`config.mk`:
```
export PLATFORM = sky130hd
export DESIGN_NAME = motor_telemetry_frame_parser
export DESIGN_NICKNAME = d
export VERILOG_FILES = /design/src/sv/mtfp_pkg.sv /design/src/sv/mtfp_front.sv /design/src/sv/mtfp_queue.sv /design/src/sv/mtfp_back.sv /design/src/sv/motor_telemetry_frame_parser.sv
export SDC_FILE = /design/constraint.sdc
export NUM_CORES = 1
export LEC_CHECK = 0
export ABC_AREA = 0
export BUFFER_PORTS_ARGS = -buffer_cell sky130_fd_sc_hd__buf_2
export CORE_AREA = 2 2 284 286
export DETAILED_ROUTE_END_ITERATION = 8
export DIE_AREA = 0 0 286 288
export GPL_ROUTABILITY_DRIVEN = 0
export PLACE_DENSITY = 0.66
export SLEW_MARGIN = 15
export SYNTH_ARGS = -nofsm -noshare
export SYNTH_HDL_FRONTEND = slang
export SYNTH_SLANG_ARGS = --single-unit
```
`constraint.sdc`:
```
create_clock -name clock -period 26 [get_ports clock]
set_input_delay 3.9 -clock clock [delete_from_list [all_inputs] [get_ports clock]]
set_output_delay 3.9 -clock clock [all_outputs]
set_load 0.05 [all_outputs]
```
`src/sv/mtfp_pkg.sv`:
```
// ----------------------------------------------------------------------------
// mtfp_pkg
// Shared types and constants for the motor telemetry frame parser.
// ----------------------------------------------------------------------------
package mtfp_pkg;

   localparam logic [7:0] HDR_FIRST  = 8'h68;
   localparam logic [7:0] HDR_SECOND = 8'h24;
   localparam logic [7:0] NEG_SIGN   = 8'h00;

   localparam int FRAME_LEN = 23;
   localparam int SUM_LEN   = 22;
   localparam int INDEX_W   = 5;

   localparam int COUNT_W = 32;
   localparam int SMALL_W = 17;

   typedef struct packed {
      logic        [COUNT_W-1:0] left_count;
      logic        [COUNT_W-1:0] right_count;
      logic signed [SMALL_W-1:0] left_velocity;
      logic signed [SMALL_W-1:0] right_velocity;
      logic signed [SMALL_W-1:0] left_motor_current;
      logic signed [SMALL_W-1:0] right_motor_current;
   } frame_type;

endpackage

```
`src/sv/mtfp_front.sv`:
```
// ----------------------------------------------------------------------------
// mtfp_front
// Byte parser: hunts for the header, collects the payload, checks the sum
// and hands a decoded frame to the queue.
// ----------------------------------------------------------------------------
module mtfp_front
   import mtfp_pkg::*;
(
   input  logic        clock,
   input  logic        reset,
   input  logic        byte_valid,
   input  logic [7:0]  rx_byte,
   output logic        frame_push,
   output frame_type   frame
);

   typedef enum logic [2:0] {
      PH_HUNT = 3'b001,
      PH_HDR  = 3'b010,
      PH_DATA = 3'b100
   } phase_type;

   phase_type            phase_ff, phase_in;
   logic [INDEX_W-1:0]   payload_index_ff, payload_index_in;
   logic [7:0]           running_sum_ff, running_sum_in;
   logic [7:0]           store_ff [SUM_LEN];
   logic                 store_we;

   function automatic logic [COUNT_W-1:0] count_at(input logic [7:0] s,
                                                   input logic [7:0] b3,
                                                   input logic [7:0] b2,
                                                   input logic [7:0] b1,
                                                   input logic [7:0] b0);
      logic [COUNT_W-1:0] mag;
      mag = {b3, b2, b1, b0};
      return (s == NEG_SIGN) ? (COUNT_W'(0) - mag) : mag;
   endfunction

   function automatic logic signed [SMALL_W-1:0] small_at(input logic [7:0] s,
                                                          input logic [7:0] b1,
                                                          input logic [7:0] b0);
      logic [SMALL_W-1:0] mag;
      mag = {1'b0, b1, b0};
      return (s == NEG_SIGN) ? (SMALL_W'(0) - mag) : mag;
   endfunction

   always_comb begin
      phase_in         = phase_ff;
      payload_index_in = payload_index_ff;
      running_sum_in   = running_sum_ff;
      store_we         = 1'b0;
      frame_push       = 1'b0;
      if (byte_valid) begin
         case (phase_ff)
            PH_HDR: begin
               phase_in         = (rx_byte == HDR_SECOND) ? PH_DATA : PH_HUNT;
               payload_index_in = '0;
               running_sum_in   = '0;
            end
            PH_DATA: begin
               if (payload_index_ff < INDEX_W'(SUM_LEN)) begin
                  store_we         = 1'b1;
                  running_sum_in   = running_sum_ff + rx_byte;
                  payload_index_in = payload_index_ff + 1'b1;
               end else begin
                  phase_in         = PH_HUNT;
                  payload_index_in = '0;
                  running_sum_in   = '0;
                  frame_push       = (running_sum_ff == rx_byte);
               end
            end
            default: begin
               phase_in = (rx_byte == HDR_FIRST) ? PH_HDR : PH_HUNT;
            end
         endcase
      end
   end

   always_comb begin
      frame.left_count          = count_at(store_ff[0], store_ff[1], store_ff[2],
                                           store_ff[3], store_ff[4]);
      frame.right_count         = count_at(store_ff[5], store_ff[6], store_ff[7],
                                           store_ff[8], store_ff[9]);
      frame.left_velocity       = small_at(store_ff[10], store_ff[11], store_ff[12]);
      frame.right_velocity      = small_at(store_ff[13], store_ff[14], store_ff[15]);
      frame.left_motor_current  = small_at(store_ff[16], store_ff[17], store_ff[18]);
      frame.right_motor_current = small_at(store_ff[19], store_ff[20], store_ff[21]);
   end

   always_ff @(posedge clock) begin
      if (reset) begin
         phase_ff         <= PH_HUNT;
         payload_index_ff <= '0;
         running_sum_ff   <= '0;
      end else begin
         phase_ff         <= phase_in;
         payload_index_ff <= payload_index_in;
         running_sum_ff   <= running_sum_in;
      end
   end

   always_ff @(posedge clock) begin
      if (store_we) begin
         store_ff[payload_index_ff] <= rx_byte;
      end
   end

endmodule

```
`src/sv/mtfp_queue.sv`:
```
// ----------------------------------------------------------------------------
// mtfp_queue
// Short frame queue between the parser and the output stage.
// ----------------------------------------------------------------------------
module mtfp_queue
   import mtfp_pkg::*;
#(
   parameter int DEPTH = 4
)
(
   input  logic      clock,
   input  logic      reset,
   input  logic      push,
   input  frame_type push_data,
   output logic      full,
   input  logic      pop,
   output logic      empty,
   output frame_type pop_data
);

   localparam int PTR_W = (DEPTH > 1) ? $clog2(DEPTH) : 1;
   localparam int CNT_W = $clog2(DEPTH + 1);

   frame_type          mem_ff [DEPTH];
   logic [PTR_W-1:0]   wr_ptr_ff, wr_ptr_in;
   logic [PTR_W-1:0]   rd_ptr_ff, rd_ptr_in;
   logic [CNT_W-1:0]   count_ff, count_in;
   logic               do_push, do_pop;

   assign full     = (count_ff == CNT_W'(DEPTH));
   assign empty    = (count_ff == '0);
   assign do_push  = push && !full;
   assign do_pop   = pop && !empty;
   assign pop_data = mem_ff[rd_ptr_ff];

   always_comb begin
      wr_ptr_in = wr_ptr_ff;
      rd_ptr_in = rd_ptr_ff;
      count_in  = count_ff;
      if (do_push) begin
         wr_ptr_in = (wr_ptr_ff == PTR_W'(DEPTH - 1)) ? '0 : wr_ptr_ff + 1'b1;
      end
      if (do_pop) begin
         rd_ptr_in = (rd_ptr_ff == PTR_W'(DEPTH - 1)) ? '0 : rd_ptr_ff + 1'b1;
      end
      if (do_push && !do_pop) begin
         count_in = count_ff + 1'b1;
      end else if (do_pop && !do_push) begin
         count_in = count_ff - 1'b1;
      end
   end

   always_ff @(posedge clock) begin
      if (reset) begin
         wr_ptr_ff <= '0;
         rd_ptr_ff <= '0;
         count_ff  <= '0;
      end else begin
         wr_ptr_ff <= wr_ptr_in;
         rd_ptr_ff <= rd_ptr_in;
         count_ff  <= count_in;
      end
   end

   always_ff @(posedge clock) begin
      if (do_push) begin
         mem_ff[wr_ptr_ff] <= push_data;
      end
   end

endmodule

```
`src/sv/mtfp_back.sv`:
```
// ----------------------------------------------------------------------------
// mtfp_back
// Output stage: captures zero offsets, forms positions and holds the
// result register for the receiver.
// ----------------------------------------------------------------------------
module mtfp_back
   import mtfp_pkg::*;
(
   input  logic                       clock,
   input  logic                       reset,
   input  logic                       queue_empty,
   input  frame_type                  queue_data,
   output logic                       queue_pop,
   input  logic                       rsp_pop,
   output logic                       rsp_empty,
   output logic signed [COUNT_W-1:0]  left_position,
   output logic signed [COUNT_W-1:0]  right_position,
   output logic signed [SMALL_W-1:0]  left_velocity,
   output logic signed [SMALL_W-1:0]  right_velocity,
   output logic signed [SMALL_W-1:0]  left_motor_current,
   output logic signed [SMALL_W-1:0]  right_motor_current
);

   logic               valid_ff, valid_in;
   logic [COUNT_W-1:0] left_offset_ff, left_offset_in;
   logic [COUNT_W-1:0] right_offset_ff, right_offset_in;
   logic               capture;

   assign queue_pop = !queue_empty && (!valid_ff || rsp_pop);
   assign capture   = (left_offset_ff == '0) && (right_offset_ff == '0);
   assign valid_in  = queue_pop || (valid_ff && !rsp_pop);
   assign rsp_empty = !valid_ff;

   always_comb begin
      left_offset_in  = left_offset_ff;
      right_offset_in = right_offset_ff;
      if (queue_pop && capture) begin
         left_offset_in  = queue_data.left_count;
         right_offset_in = queue_data.right_count;
      end
   end

   always_ff @(posedge clock) begin
      if (reset) begin
         valid_ff        <= 1'b0;
         left_offset_ff  <= '0;
         right_offset_ff <= '0;
      end else begin
         valid_ff        <= valid_in;
         left_offset_ff  <= left_offset_in;
         right_offset_ff <= right_offset_in;
      end
   end

   always_ff @(posedge clock) begin
      if (queue_pop) begin
         left_position       <= queue_data.left_count - left_offset_in;
         right_position      <= queue_data.right_count - right_offset_in;
         left_velocity       <= queue_data.left_velocity;
         right_velocity      <= queue_data.right_velocity;
         left_motor_current  <= queue_data.left_motor_current;
         right_motor_current <= queue_data.right_motor_current;
      end
   end

endmodule

```
`src/sv/motor_telemetry_frame_parser.sv`:
```
// ----------------------------------------------------------------------------
// motor_telemetry_frame_parser
// Parses motor controller telemetry frames from a received byte stream.
// ----------------------------------------------------------------------------
// Request side: push one received byte on req_rx_byte; it is taken when
// req_push is high and req_full is low. One byte is taken every cycle while req_full is low.
// Bytes are matched against the 0x68 0x24 header, 23 payload bytes follow,
// and the last one must equal the 8-bit sum of the first 22.
// Result side: one result per good frame. While rsp_empty is low the oldest
// result sits on the rsp_ ports; it is taken when rsp_pop is high.
// After the checksum byte is taken, the frame is written to the frame queue
// and then loaded into the result register, provided that register is free.
// Throughput: one byte per cycle while req_full is low, set by the parser step.
// A stalled receiver holds the result register; further frames wait in the
// frame queue of QUEUE_DEPTH entries, and req_full rises when it is full.
// Reset returns the parser to hunting, clears the zero offsets and empties
// the queue and the result register.
// ----------------------------------------------------------------------------
module motor_telemetry_frame_parser
   import mtfp_pkg::*;
#(
   parameter int QUEUE_DEPTH = 4
)
(
   input  logic                       clock,
   input  logic                       reset,
   input  logic                       req_push,
   output logic                       req_full,
   input  logic [7:0]                 req_rx_byte,
   input  logic                       rsp_pop,
   output logic                       rsp_empty,
   output logic signed [COUNT_W-1:0]  rsp_left_position,
   output logic signed [COUNT_W-1:0]  rsp_right_position,
   output logic signed [SMALL_W-1:0]  rsp_left_velocity,
   output logic signed [SMALL_W-1:0]  rsp_right_velocity,
   output logic signed [SMALL_W-1:0]  rsp_left_motor_current,
   output logic signed [SMALL_W-1:0]  rsp_right_motor_current
);

   logic      byte_valid;
   logic      frame_push;
   frame_type frame;
   logic      queue_empty;
   logic      queue_pop;
   frame_type queue_data;

   assign byte_valid = req_push && !req_full;

   mtfp_front u_front (
      .clock      (clock),
      .reset      (reset),
      .byte_valid (byte_valid),
      .rx_byte    (req_rx_byte),
      .frame_push (frame_push),
      .frame      (frame)
   );

   mtfp_queue #(
      .DEPTH (QUEUE_DEPTH)
   ) u_queue (
      .clock     (clock),
      .reset     (reset),
      .push      (frame_push),
      .push_data (frame),
      .full      (req_full),
      .pop       (queue_pop),
      .empty     (queue_empty),
      .pop_data  (queue_data)
   );

   mtfp_back u_back (
      .clock               (clock),
      .reset               (reset),
      .queue_empty         (queue_empty),
      .queue_data          (queue_data),
      .queue_pop           (queue_pop),
      .rsp_pop             (rsp_pop),
      .rsp_empty           (rsp_empty),
      .left_position       (rsp_left_position),
      .right_position      (rsp_right_position),
      .left_velocity       (rsp_left_velocity),
      .right_velocity      (rsp_right_velocity),
      .left_motor_current  (rsp_left_motor_current),
      .right_motor_current (rsp_right_motor_current)
   );

endmodule

```
Word-level counts from Yosys, hierarchy flattened. Memories as Yosys holds them, arrays and structs flattened. A register that Yosys moved wholly into a read port is not among the register bits. Index checks and enable logic that the tools add are counted. Widths: inputs -> output; s select.

Memory bits (writable): 704. Register bits after elaboration: 220. Memories: 2.

Reduce and logical (&&, ||, !) cells: 30. Multiplexer cells: 32. Order comparisons: 1. Add/sub/neg operators: 14. Eq/ne operators: 9.

Memory list: u_queue.mem_ff (words 4, width 132, rd ports 1, clocked after memory_dff 1, write ports 1, RTL line mtfp_queue.sv:24) `frame_type mem_ff [DEPTH];`; u_front.store_ff (words 22, width 8, rd ports 22, clocked after memory_dff 0, write ports 1, RTL line mtfp_front.sv:26) `logic [7:0] store_ff [SUM_LEN];`.

Operators by type and width (number): $mux 32 (4); $mux 17 (4); $sub 1x16->17 const A (4); $logic_not 32->1 (2); $sub 1x32->32 const A (2); $sub 32x32->32 (2); $logic_not 8->1 (6); $pmux 8 s2 (1); $mux 3 (4); $mux 1 (10); $mux 2 (5); $pmux 5 s2 (1); $logic_and 1x1->1 (9); $add 8x8->8 (1); $eq 8x6->1 const B (1); $eq 8x7->1 const B (1); $eq 8x8->1 (1); $mux 8 (1); $eq 3x3->1 const B (2); $logic_not 1->1 (6); $pmux 3 s2 (1); $add 5x1->5 const B (1); $lt 5x5->1 const B (1); $mux 5 (1); other kinds (10) (15).

Depth between registers and ports, before layout.
Depth in word-level cells: 9. Gate-level depth with buffers: 22.

By module. Synthesis repeated with hierarchy kept, for this count alone.

Cells, all modules: 2558. Area, all modules: 39122.5 µm².

Modules (own cells, without submodules): mtfp_queue (sequential area each 16035.4 µm², area each 19505.0 µm², instances 1, cells an instance 740); mtfp_back (sequential area each 5265.0 µm², area each 10353.7 µm², instances 1, cells an instance 1055); mtfp_front (sequential area each 5605.4 µm², area each 9250.1 µm², instances 1, cells an instance 762); motor_telemetry_frame_parser (sequential area each 0.0 µm², area each 13.8 µm², instances 1, cells an instance 1).

Worst setup path after synthesis. No wires, ideal clock.

Kind: input port to flip-flop. Start point: input rsp_pop. End point: register u_back.right_position[30], data pin. Buffers on the path: 4. Arrival time: 12.234 ns. Setup slack: 13.507 ns. Required time: 25.741 ns. Stages: 19. Path through: inv_1 a21oi_2 inv_1 nor3_2 and3_1 clkbuf_1 buf_2 clkbuf_1 clkbuf_1 a21oi_1 ha_1 o21ai_0 a2111oi_0 o21ai_1 o31ai_1 a31oi_1 o31ai_1 a31o_2 a211oi_1.

Longest elaborated chain between the ends: 5.

RTL lines: start, declared (RTL line motor_telemetry_frame_parser.sv:30) `input logic rsp_pop,`; $logic_or 1x1->1 (RTL line mtfp_back.sv:29) `assign queue_pop = !queue_empty && (!valid_ff || rsp_pop);`; $logic_and 1x1->1 (RTL line mtfp_back.sv:29); $logic_and 1x1->1 (RTL line mtfp_back.sv:37) `if (queue_pop && capture) begin`; $mux 32 (RTL line mtfp_back.sv:37); $sub 32x32->32 (RTL line mtfp_back.sv:58) `right_position <= queue_data.right_count - right_offset_in;`; end signal, assigned (RTL line mtfp_back.sv:58); end, declared (RTL line mtfp_back.sv:17) `output logic signed [COUNT_W-1:0] right_position,`.

No other way between the ends. A chain may end at the register's enable or synchronous reset.

Worst setup path after layout.
Start point: input rsp_pop. End point: register u_back.right_position[29], data pin.

Same word-level chain as after synthesis.

==> impl_metrics.ini <==
[floorplanning]
fp.dieW_um = 286
row_count = 104
start_util = 0.495
coreArea_sq_mm = 0.0796
die-area_sq_mm = 0.0824
die_h_um = 288
num_io_pins = 146

[logic_synthesis]
synth_edf_count = 836
synth_flop_cell = edfxtp_1
netlist_top_cells_count = 836 x edfxtp_1, 225 x nor2_1, 170 x a21oi_1, 169 x nand2_1, 117 x mux4_2
syn-num-nets = 2712
synth-xor-area-share = 0.0384
synth_compound_area_frac = 0.0726
synth_area_leaders = edfxtp_1 64%, mux4_2 6.7%, dfxtp_1 4.6%
ys_types = 86
synth_mux_area_frac = 0.0806
syn-instance-count = 2649
ys_ff_latch = 926
syn_area_sq_mm = 0.0394
synth-simple-area-share = 0.0846
yosysTopAreaCellShare = 0.637
yosys_warnings = 0
synth_top_family_by_area = simple AND/OR/NAND/NOR gates
synth-adder-area-share = 0.0235
synthArstFlopShare = 0
avgSynthCellArea_sq_um = 14.9
ys_seq_area_frac = 0.682
synthMostInstantiatedCell = edfxtp_1
yosysTopAreaCell = edfxtp_1

[sta]
min_period_ns = 8.59
clock-skew-final_ns = 0.0313
fin_crit_sh = 0.330
fmax_mhz = 116
rsz0062_at_grt = false
max_slew_margin = 0.318
worst_slew_pin_slew_ns = 1.02
hold_viol = 0
report.final.slew_viol_count = 0
setup_viol = 0
tns_ns = 0

[clock_network]
clock_path_buffers = 3
cts-resized-gates = 0
clk_pin_slew_ns = 0.06
cts_made_buffers = 95
cts-root-buf = clkbuf_16
hold_buffers = 0
htree_levels = 3
cts_tree = built
cts_setup_buffers = 0
cts_sinks = 926
clk_latency_ns = 0.66

[global_route]
grt-ovfl-total = 0
grt_first_pass_wirelength_um = 129000
grt_pass1_vias = 22600
antenna_found_initial = 3
grt_max_degree = 134
grt.total_usage = 0.204

[setup_path]
crit_arrival_ns = 8.98
r2r_slack_ns = 19.85
r2r-start = u_back.right_offset_ff[9]
path_max_fanout = 61
critPathKind = input pin to flip-flop
r2r-end = u_back.right_position[29]
cp-end-kind = flip-flop
start_kind = input pin
crit_required_ns = 26.39
ff2ff_path_depth = 18

[detailed_routing]
drtIter0Drc = 2247
dr.pass1.iters = 6
drc = 0
via_per_inst = 5.78
vias = 23000
routed_wl_um = 84300
postRouteAntennaNets = 0
wl_per_cell_um = 21.2

[finish]
layout.nets = 2901
antenna_cells = 0
drive_gt1_frac = 0.161
syn_to_final_growth_pct = 13.0
fill_cells = 6266
utilization = 0.559

[power_and_ir_drop]
power_frac_clock = 0.289
power_frac_seq = 0.396
p_int_uw = 3060
peakVddDrop_mv = 0.0934
power.density_mw_per_mm2 = 106
combPwrFrac = 0.316
p_leak_uw = 0.0150
p_sw_uw = 1640
p_sw_frac = 0.349

[placement]
place_hpwl_um = 52400
port_buffers = 145

[min_path]
min_path_cells = 2
hp-class = flip-flop to flip-flop
hold_start = u_queue.rd_ptr_ff[1]

[flow_run]
cap_violations = 0

[status]
status = finished clean
[cell families after synthesis]
logic type,count (synthesis)
XOR/XNOR,172
multiplexers,151
AND/OR/NAND/NOR,693
AO/OA/AOI/OAI,463
buffers and inverters,167
adder cells (fa/ha/maj),77
flip-flops,926
[flip-flops by register name, indices dropped and copies added, names as in the netlist, 3 cells and up, named ones only]
signal and count:
u_queue.mem_ff 528, u_front.store_ff 176, u_back.left_offset_ff 32, u_back.left_position 32
u_back.right_offset_ff 32, u_back.right_position 32, u_back.left_motor_current 17, u_back.left_velocity 17
u_back.right_motor_current 17, u_back.right_velocity 17, u_front.running_sum_ff 8, u_front.payload_index_ff 5
u_front.phase_ff 3, u_queue.count_ff 3
[power by group through the flow]
stage / clock network [uW] / registers, uW / logic [uW]
4_1_cts: 1380 / 1860 / 1490
3_3_place_gp: 0 / 1890 / 1470
5_1_grt: 1440 / 1870 / 1590
3_5_place_dp: 0 / 1890 / 1480
2_1_floorplan: 0 / 2280 / 745
6_report: 1360 / 1860 / 1480
[final cells by class]
type	count	area (sq um)	area share
Clock buffer	129	2660	0.0598
Tap cell	1060	1330	0.0298
Clock inverter	49	518	0.0116
Multi-Input combinational cell	1556	11800	0.266
Inverter	85	319	0.00716
Sequential cell	926	26900	0.604
Timing Repair Buffer	174	956	0.0215
[layout by cell type, fill, tap and decap left out, drive strengths merged, types with 17 or more instances in the layout]
master  Yosys  final
nor4       57     57
buf        28    174
xnor2      80     80
and2       31     31
mux4      129    129
xor2       92     92
edfxtp    836    836
a21oi     172    172
nand2     169    169
maj3       26     26
dfxtp      90     90
a31oi      22     22
ha         47     47
clkinv      0     33
nor3       43     43
clkbuf     54    129
o21ai     112    112
inv        85     88
nor2b      21     21
nand4      17     17
nand2b     43     43
nand3      29     29
nor2      226    226
o31ai      18     18
[worst max path at each step]
stage	start	slack, ns	cells after the start	to
6_report	rsp_pop	17.41	20	u_back.right_position[29]
4_1_cts	rsp_pop	17.60	20	u_back.right_position[29]
3_3_place_gp	rsp_pop	17.04	20	u_back.right_position[29]
5_1_grt	rsp_pop	17.07	20	u_back.right_position[29]
2_1_floorplan	rsp_pop	13.51	19	u_back.right_position[30]
3_5_place_dp	rsp_pop	16.92	20	u_back.right_position[29]
[critical path, cell delays in order]
cell and delay (ns):
buf_2 0.08, inv_1 0.07, a21oi_4 0.27, inv_1 0.23, nor3_2 0.40, and3_2 0.23
buf_4 0.58, a21oi_1 0.21, ha_1 0.33, nor2b_1 0.26, o21ai_0 0.24, a31oi_1 0.24
o21ai_1 0.11, o211ai_1 0.18, a211oi_2 0.17, nor4b_1 0.63, a21o_1 0.28, a311o_1 0.32
or4_1 0.15, nand4_1 0.08
[routing by layer]
layer | global-route usage | part of all wire | vias up
met5 | 0 | 0.00015 | -
met1 | 0.282 | 0.44 | 11400
met4 | 0.0653 | 0.027 | 2
li1 | - | - | 10600
met3 | 0.0326 | 0.055 | 173
met2 | 0.332 | 0.48 | 779
[metrics by stage]
stage	instance area, sq um	total power (uW)	hold slack [ns]	setup WS [ns]	instances
after global placement	41400	3360	0.469	17.04	3801
after floorplan	39400	3030	0.452	13.51	2649
after CTS	44500	4730	0.477	17.60	3979
final	44500	4700	0.479	17.41	3979
after global routing	44500	4910	0.509	17.07	3979
after detailed placement	41400	3370	0.467	16.92	3801
No activity file was read; power rests on OpenSTA's default activity.
